## src/hw/rtl/bsil_pkg.sv

```systemverilog
package bsil_pkg;

  // List depth
  localparam int CAPACITY = 16;
  localparam int CNT_W    = $clog2(CAPACITY + 1);

  // Fixed field widths
  localparam int KEY_W  = 32;
  localparam int TAG_W  = 32;
  localparam int RPOS_W = 4;
  localparam int OUT_W  = 5;

  // Operation codes
  localparam logic OP_INSERT = 1'b0;
  localparam logic OP_READ   = 1'b1;

  typedef struct packed {
    logic                    operation;
    logic [TAG_W-1:0]        item_tag;
    logic signed [KEY_W-1:0] item_key;
    logic [RPOS_W-1:0]       read_position;
  } in_item_t;

  typedef struct packed {
    logic [OUT_W-1:0]        entry_count;
    logic [OUT_W-1:0]        placed_position;
    logic [TAG_W-1:0]        read_tag;
    logic signed [KEY_W-1:0] read_key;
    logic                    read_valid;
  } out_item_t;

  // Broadcast control to every cell
  typedef struct packed {
    logic ins_en;
    logic ascending;
  } cell_ctrl_t;

endpackage

```

## src/hw/rtl/bsil_ifs.sv

```systemverilog
interface bsil_in_if;
  import bsil_pkg::*;
  logic     valid;
  logic     ready;
  in_item_t data;
  modport source (output valid, output data, input ready);
  modport sink   (input valid, input data, output ready);
endinterface

interface bsil_out_if;
  import bsil_pkg::*;
  logic      valid;
  logic      ready;
  out_item_t data;
  modport source (output valid, output data, input ready);
  modport sink   (input valid, input data, output ready);
endinterface

```

## src/hw/rtl/bsil_cell.sv

```systemverilog
module bsil_cell (
  input  logic                              clk,
  input  bsil_pkg::cell_ctrl_t              ctrl,
  input  logic                              active,
  input  logic signed [bsil_pkg::KEY_W-1:0] new_key,
  input  logic [bsil_pkg::TAG_W-1:0]        new_tag,
  input  logic                              left_take,
  input  logic signed [bsil_pkg::KEY_W-1:0] left_key,
  input  logic [bsil_pkg::TAG_W-1:0]        left_tag,
  input  logic                              take,
  output logic                              bid,
  output logic signed [bsil_pkg::KEY_W-1:0] key_r,
  output logic [bsil_pkg::TAG_W-1:0]        tag_r
);
  import bsil_pkg::*;

  logic                    ahead;
  logic signed [KEY_W-1:0] key_nxt;
  logic [TAG_W-1:0]        tag_nxt;

  // New key sorts strictly ahead of this entry; ties stay behind
  assign ahead = ctrl.ascending ? (new_key < key_r) : (new_key > key_r);
  // Empty cells always bid: the first one becomes the append slot
  assign bid = !active || ahead;

  // Keep, load the new pair at the boundary, or shift in from the left
  always_comb begin
    key_nxt = key_r;
    tag_nxt = tag_r;
    if (ctrl.ins_en && take) begin
      if (left_take) begin
        key_nxt = left_key;
        tag_nxt = left_tag;
      end else begin
        key_nxt = new_key;
        tag_nxt = new_tag;
      end
    end
  end

  always_ff @(posedge clk) begin
    key_r <= key_nxt;
    tag_r <= tag_nxt;
  end

endmodule

```

## src/hw/rtl/bounded_sorted_insert_list.sv

```systemverilog
// An accepted transaction's result is written to the output register in the next cycle.
// Throughput: 1 transaction per cycle if in ready; cells compare in parallel, shift in one step.
// A new transaction is taken while the held result is being taken (in ready = empty or out ready).
// Reset (rst_n low, synchronous): list count cleared, order set to ascending, output empty.
// Cell contents are not reset; cells beyond the count are never read.
module bounded_sorted_insert_list (
  input  logic          clk,
  input  logic          rst_n,
  input  logic          cfg_wr_en,
  input  logic          cfg_wr_data,
  bsil_in_if.sink       in_ch,
  bsil_out_if.source    out_ch
);
  import bsil_pkg::*;

  logic                    asc_r;
  logic [CNT_W-1:0]        cnt_r, cnt_nxt;
  logic                    out_valid_r;
  out_item_t               out_r, out_nxt;
  logic                    accept;
  logic                    ins_acc;
  cell_ctrl_t              ctrl;

  logic [CAPACITY-1:0]     bid_vec;
  logic [CAPACITY-1:0]     take_vec;
  logic [CAPACITY-1:0]     active_vec;
  logic signed [KEY_W-1:0] cell_key [CAPACITY];
  logic [TAG_W-1:0]        cell_tag [CAPACITY];

  logic [OUT_W-1:0]        placed;
  logic                    rd_hit;
  logic signed [KEY_W-1:0] rd_key;
  logic [TAG_W-1:0]        rd_tag;

  // Handshake
  assign in_ch.ready  = !out_valid_r || out_ch.ready;
  assign accept       = in_ch.valid && in_ch.ready;
  assign ins_acc      = accept && (in_ch.data.operation == OP_INSERT);
  assign out_ch.valid = out_valid_r;
  assign out_ch.data  = out_r;

  assign ctrl.ins_en    = ins_acc;
  assign ctrl.ascending = asc_r;

  // Row of compare-and-shift cells
  for (genvar i = 0; i < CAPACITY; i++) begin : g_cell
    assign active_vec[i] = (CNT_W'(i) < cnt_r);
    if (i == 0) begin : g_head
      bsil_cell u_cell (
        .clk       (clk),
        .ctrl      (ctrl),
        .active    (active_vec[i]),
        .new_key   (in_ch.data.item_key),
        .new_tag   (in_ch.data.item_tag),
        .left_take (1'b0),
        .left_key  (in_ch.data.item_key),
        .left_tag  (in_ch.data.item_tag),
        .take      (take_vec[i]),
        .bid       (bid_vec[i]),
        .key_r     (cell_key[i]),
        .tag_r     (cell_tag[i])
      );
    end else begin : g_body
      bsil_cell u_cell (
        .clk       (clk),
        .ctrl      (ctrl),
        .active    (active_vec[i]),
        .new_key   (in_ch.data.item_key),
        .new_tag   (in_ch.data.item_tag),
        .left_take (take_vec[i-1]),
        .left_key  (cell_key[i-1]),
        .left_tag  (cell_tag[i-1]),
        .take      (take_vec[i]),
        .bid       (bid_vec[i]),
        .key_r     (cell_key[i]),
        .tag_r     (cell_tag[i])
      );
    end
  end

  // A cell takes only if every cell behind it bids too: the scan runs back from the tail,
  // so an entry out of the current order stops it
  always_comb begin
    logic run;
    run = 1'b1;
    for (int i = CAPACITY - 1; i >= 0; i--) begin
      run         = run & bid_vec[i];
      take_vec[i] = run;
    end
  end

  // Landing place: cells that keep their entry form a prefix
  assign placed = OUT_W'($countones(~take_vec));

  // Read select
  always_comb begin
    rd_key = '0;
    rd_tag = '0;
    rd_hit = 1'b0;
    for (int i = 0; i < CAPACITY; i++) begin
      if ((in_ch.data.read_position == RPOS_W'(i)) && active_vec[i]) begin
        rd_key = cell_key[i];
        rd_tag = cell_tag[i];
        rd_hit = 1'b1;
      end
    end
  end

  // Count and result
  always_comb begin
    cnt_nxt = cnt_r;
    if (ins_acc && (cnt_r < CNT_W'(CAPACITY))) begin
      cnt_nxt = cnt_r + 1'b1;
    end
    out_nxt.entry_count     = OUT_W'(cnt_nxt);
    out_nxt.placed_position = '0;
    out_nxt.read_tag        = '0;
    out_nxt.read_key        = '0;
    out_nxt.read_valid      = 1'b0;
    case (in_ch.data.operation)
      OP_INSERT: begin
        out_nxt.placed_position = placed;
      end
      OP_READ: begin
        out_nxt.read_tag   = rd_tag;
        out_nxt.read_key   = rd_key;
        out_nxt.read_valid = rd_hit;
      end
      default: begin
        out_nxt.placed_position = '0;
      end
    endcase
  end

  // Control registers
  always_ff @(posedge clk) begin
    if (!rst_n) begin
      asc_r       <= 1'b1;
      cnt_r       <= '0;
      out_valid_r <= 1'b0;
    end else begin
      if (cfg_wr_en) begin
        asc_r <= cfg_wr_data;
      end
      cnt_r <= cnt_nxt;
      if (accept) begin
        out_valid_r <= 1'b1;
      end else if (out_ch.ready) begin
        out_valid_r <= 1'b0;
      end
    end
  end

  // Result register
  always_ff @(posedge clk) begin
    if (accept) begin
      out_r <= out_nxt;
    end
  end

  // Count never passes the capacity
  a_cnt_bound: assert property (@(posedge clk) disable iff (!rst_n)
    cnt_r <= CNT_W'(CAPACITY))
    else $error("entry count above capacity");

  // Insert boundary: take flags are a kept prefix then a taking suffix
  a_take_mono: assert property (@(posedge clk) disable iff (!rst_n)
    $onehot0(take_vec & ~{take_vec[CAPACITY-2:0], 1'b0}))
    else $error("take flags not monotone");

  // Insert into a list with room grows the count by one
  a_cnt_grow: assert property (@(posedge clk) disable iff (!rst_n)
    (ins_acc && (cnt_r < CNT_W'(CAPACITY))) |=> (cnt_r == $past(cnt_r) + 1'b1))
    else $error("count did not grow on insert");

  // Every accepted transaction leaves a result behind
  a_out_after_acc: assert property (@(posedge clk) disable iff (!rst_n)
    accept |=> out_valid_r)
    else $error("result missing after accepted transaction");

endmodule
```

## src/flat_wrapper.sv

```systemverilog
// flat-port wrapper written by rule: the top's interface ports become plain ports
module bounded_sorted_insert_list_flat import bsil_pkg::*;
  (clk, rst_n, cfg_wr_en, cfg_wr_data, in_ch_valid, in_ch_data, in_ch_ready, out_ch_valid, out_ch_data, out_ch_ready);
  bsil_in_if in_ch_i ();
  bsil_out_if out_ch_i ();
  input  logic clk;
  input  logic rst_n;
  input  logic cfg_wr_en;
  input  logic cfg_wr_data;
  input wire logic [$bits(in_ch_i.valid)-1:0] in_ch_valid;
  input wire logic [$bits(in_ch_i.data)-1:0] in_ch_data;
  output wire logic [$bits(in_ch_i.ready)-1:0] in_ch_ready;
  output wire logic [$bits(out_ch_i.valid)-1:0] out_ch_valid;
  output wire logic [$bits(out_ch_i.data)-1:0] out_ch_data;
  input wire logic [$bits(out_ch_i.ready)-1:0] out_ch_ready;
  assign in_ch_i.valid = in_ch_valid;
  assign in_ch_i.data = in_ch_data;
  assign in_ch_ready = in_ch_i.ready;
  assign out_ch_valid = out_ch_i.valid;
  assign out_ch_data = out_ch_i.data;
  assign out_ch_i.ready = out_ch_ready;
  bounded_sorted_insert_list u_core (.clk(clk), .rst_n(rst_n), .cfg_wr_en(cfg_wr_en), .cfg_wr_data(cfg_wr_data), .in_ch(in_ch_i), .out_ch(out_ch_i));
endmodule
```

## config.mk

```make
export PLATFORM = sky130hd
export DESIGN_NAME = bounded_sorted_insert_list_flat
export DESIGN_NICKNAME = d
export VERILOG_FILES = /design/src/hw/rtl/bsil_pkg.sv /design/src/hw/rtl/bsil_ifs.sv /design/src/hw/rtl/bsil_cell.sv /design/src/hw/rtl/bounded_sorted_insert_list.sv /design/src/flat_wrapper.sv
export SDC_FILE = /design/constraint.sdc
export NUM_CORES = 2
export LEC_CHECK = 0
export ABC_AREA = 0
export BUFFER_PORTS_ARGS = -buffer_cell sky130_fd_sc_hd__buf_4
export CORE_MARGIN = 3
export CORE_UTILIZATION = 35
export DETAILED_ROUTE_END_ITERATION = 16
export GPL_TIMING_DRIVEN = 0
export PLACE_DENSITY = 0.57
export RECOVER_POWER = 25
export SYNTH_ARGS = -nofsm -noshare
export SYNTH_HDL_FRONTEND = slang
export SYNTH_SLANG_ARGS = --single-unit
```

## constraint.sdc

```tcl
create_clock -name clk -period 28.2 [get_ports clk]
set_input_delay 1.41 -clock clk [delete_from_list [all_inputs] [get_ports clk]]
set_output_delay 1.41 -clock clk [all_outputs]
set_load 0.02 [all_outputs]
```

==> flow_metrics.tcl <==
set metrics [dict create \
    status "complete, but fails checks" \
    violations "max-capacitance violations, max-slew violations" \
    io_pins 152 \
    synthFlopType "edfxtp_1" \
    rows 157 \
    grt_usage_pct 27.9 \
    synthArstFlopShare_pct 0 \
    cts_max_path_buffers 3 \
    synth_top_area_share_pct 50.8 \
    num_vias 51400 \
    cts.sinks 1106 \
    first_pass_iters 8 \
    start_kind "input port" \
    coreArea_um2 184000 \
    insertion_delay_ps 790 \
    ys_types 83 \
    synthTopCellsByArea "edfxtp_1, mux2_2, ha_1" \
    htree_levels 3 \
    max_slew_margin_pct -168 \
    syn_area_per_cell_um2 11.8 \
    cts_resized 0 \
    synth-seq-area-share_pct 51.0 \
    root_buffer "clkbuf_16" \
    cts_setup_buffers 0 \
    syn-num-nets 6086 \
    fin_crit_ps 11760 \
    gp_congestion 0.985 \
    antenna_found_initial 11 \
    critPathCaptureType "flop" \
    yosys.area.top_type "edfxtp_1" \
    irDropWorstVdd_mv 0.0565 \
    p_leak_nw 27.5 \
    final-setup-viol-count 0 \
    synthCells 5482 \
    fin_tns_setup_ps 0 \
    ant_nets 0 \
    worstMarginPinSlew_ps 4020 \
    clk_pin_slew_ps 60 \
    hold_path.class "flop to flop" \
    drc 0 \
    holdBufCountCts 0 \
    hold_viol 0 \
    arrival_ps 12290 \
    drive_gt1_share_pct 16.9 \
    grt_pass1_vias 48900 \
    worstSetupPathType "input port to flop" \
    required_ps 28730 \
    final_nets 6418 \
    start_util_pct 35.3 \
    dr.first_iter.drc_count 7573 \
    netlist_area_um2 64900 \
    ys_seq_elements 1106 \
    synthToLayoutAreaGrowth_pct 13.5 \
    dpl.hpwl_um 203000 \
    cts_made_buffers 119 \
    fin_worst_skew_ps 49.6 \
    rsz0062_at_grt "no" \
    synth_edf_count 1099 \
    finalPower_w 0.00400 \
    power_density_nw_per_um2 54.3 \
    fmax_ghz 0.0850 \
    grt_max_degree 44 \
    drt_wl_total_um 275000 \
    grt_first_pass_wirelength_um 379000 \
    cp_max_fo 23 \
    die_width_um 437 \
    die_height_um 437 \
    wl_per_cell_um 32.8 \
    slew_violations 1083 \
    yosysWarningCount 0 \
    die_area_um2 191000 \
    io_buffers 146 \
    cts_tree "done" \
    vias_per_cell 6.12 \
    gr-total-overflow 0 \
    cap_viol_max_count 49 \
    finalCritPeriodShare_pct 41.7 \
]
layout by cell type, fill, tap and decap left out, types with 111 or more instances in the layout:
cell type | synthesis | final
inv_1 | 538 | 537
clkbuf_1 | 248 | 411
a221oi_1 | 111 | 111
o21ai_0 | 282 | 282
nor2_1 | 162 | 157
a21oi_1 | 293 | 293
mux2_2 | 644 | 643
edfxtp_1 | 1099 | 1099
nand2_1 | 370 | 370
clkbuf_16 | 0 | 121
ha_1 | 520 | 520
nand4_1 | 124 | 125
sequential cells by signal, summed over array words and instances (netlist names):
signal and count:
u_core.asc_r 1, u_core.cnt_r 5, u_core.g_cell.g_body.u_cell.key_r 480, u_core.g_cell.g_body.u_cell.tag_r 480, u_core.g_cell.g_head.u_cell.key_r 32, u_core.g_cell.g_head.u_cell.tag_r 32, u_core.out_ch.data 75, u_core.out_ch.valid 1
synthesized netlist by cell type, types with 17 or more instances:
cell / instances
a222oi_1: 98
o221ai_1: 57
nand4_1: 124
buf_2: 48
o22ai_1: 18
and2_1: 37
nor2b_1: 53
a31oi_1: 48
a22oi_1: 76
nor4_1: 23
o211ai_1: 24
ha_1: 520
a211oi_1: 48
nor3_1: 44
mux2_1: 99
nor2_1: 162
buf_1: 23
mux2_2: 644
or3_1: 17
nand2b_1: 19
buf_4: 18
a21o_1: 54
o2111ai_1: 24
a221oi_1: 111
o21ai_0: 282
nand3_1: 56
edfxtp_1: 1099
nand2_1: 370
a21oi_1: 293
clkbuf_1: 248
inv_1: 538
final cells by class:
type / count / area, µm²
timing repair buffer: 211 / 1530
clock buffer: 136 / 3080
tap: 2464 / 3080
buffer: 342 / 1460
fill: 17700 / 110000
antenna: 16 / 40.0
clock inverter: 86 / 918
sequential: 1106 / 33100
inverter: 539 / 2030
multi-input combinational: 3495 / 28400
logic make-up (layout without fill, tap and decap cells):
logic type | count (synthesis) | in the layout | share of synthesized area (%)
flip-flops | 1106 | 1106 | 51.0
other | 0 | 16 | 0
XOR/XNOR | 10 | 10 | 0.135
AO/OA/AOI/OAI | 1252 | 1252 | 13.1
AND/OR/NAND/NOR | 952 | 952 | 7.08
multiplexers | 752 | 752 | 13.0
adder cells (fa/ha/maj) | 529 | 529 | 10.3
buffers and inverters | 881 | 1314 | 5.35
routing by layer:
layer,up-vias,wire length [µm],track usage [%]
li1,21700,-,-
met1,25900,111000,37.3
met2,3222,119000,42.3
met3,582,27100,5.21
met4,2,17900,16.1
met5,-,12,0
power by group:
part	switching (W)	total, W	internal (W)
combinational	0.000258	0.000391	0.000134
sequential	0.0000422	0.00193	0.00189
clock	0.000728	0.00168	0.000947
worst max-delay path, stage by stage:
cell,delay [ps]
clkbuf_1,1180
ha_1,360
nand4_1,230
nor4_1,920
a21bo_1,350
o211ai_1,270
a211oi_1,280
or4b_1,550
o2111ai_1,220
nand4_1,400
nor2_1,690
inv_1,570
nor2_1,880
buf_2,490
nand2_1,160
fa_1,520
inv_1,80
fa_1,480
inv_1,50
fa_1,470
fa_1,490
inv_1,80
ha_1,170
inv_1,60
fa_1,370
xor2_1,150
nor2_1,350
metrics by stage:
stage                     cell area [µm²]  setup slack, ps  instances  hold slack (ps)  util (%)
final                               73700            16440       8395              541      40.1
after global routing                73600            16340       8382              581      40.1
after CTS                           74300            18750       8378              551      40.5
after detailed placement            70300            17930       8156              538      38.3
after global placement              69100             9710       8092              519      37.6
after floorplan                     64900            18120       5482              529         -
worst paths after layout:
| check | from | end | slack, ps | cells past startpoint |
|---|---|---|---|---|
| max | in_ch_data[18] | u_core.out_ch.data[68] | 16440 | 27 |
| min | u_core.out_ch.valid | u_core.out_ch.valid | 540 | 2 |
| max reg2reg | u_core.g_cell[12].g_body.u_cell.key_r[13] | u_core.out_ch.data[68] | 17910 | 27 |
| min reg2reg | u_core.out_ch.valid | u_core.out_ch.valid | 540 | 2 |
(Power assumes the default switching activity.)
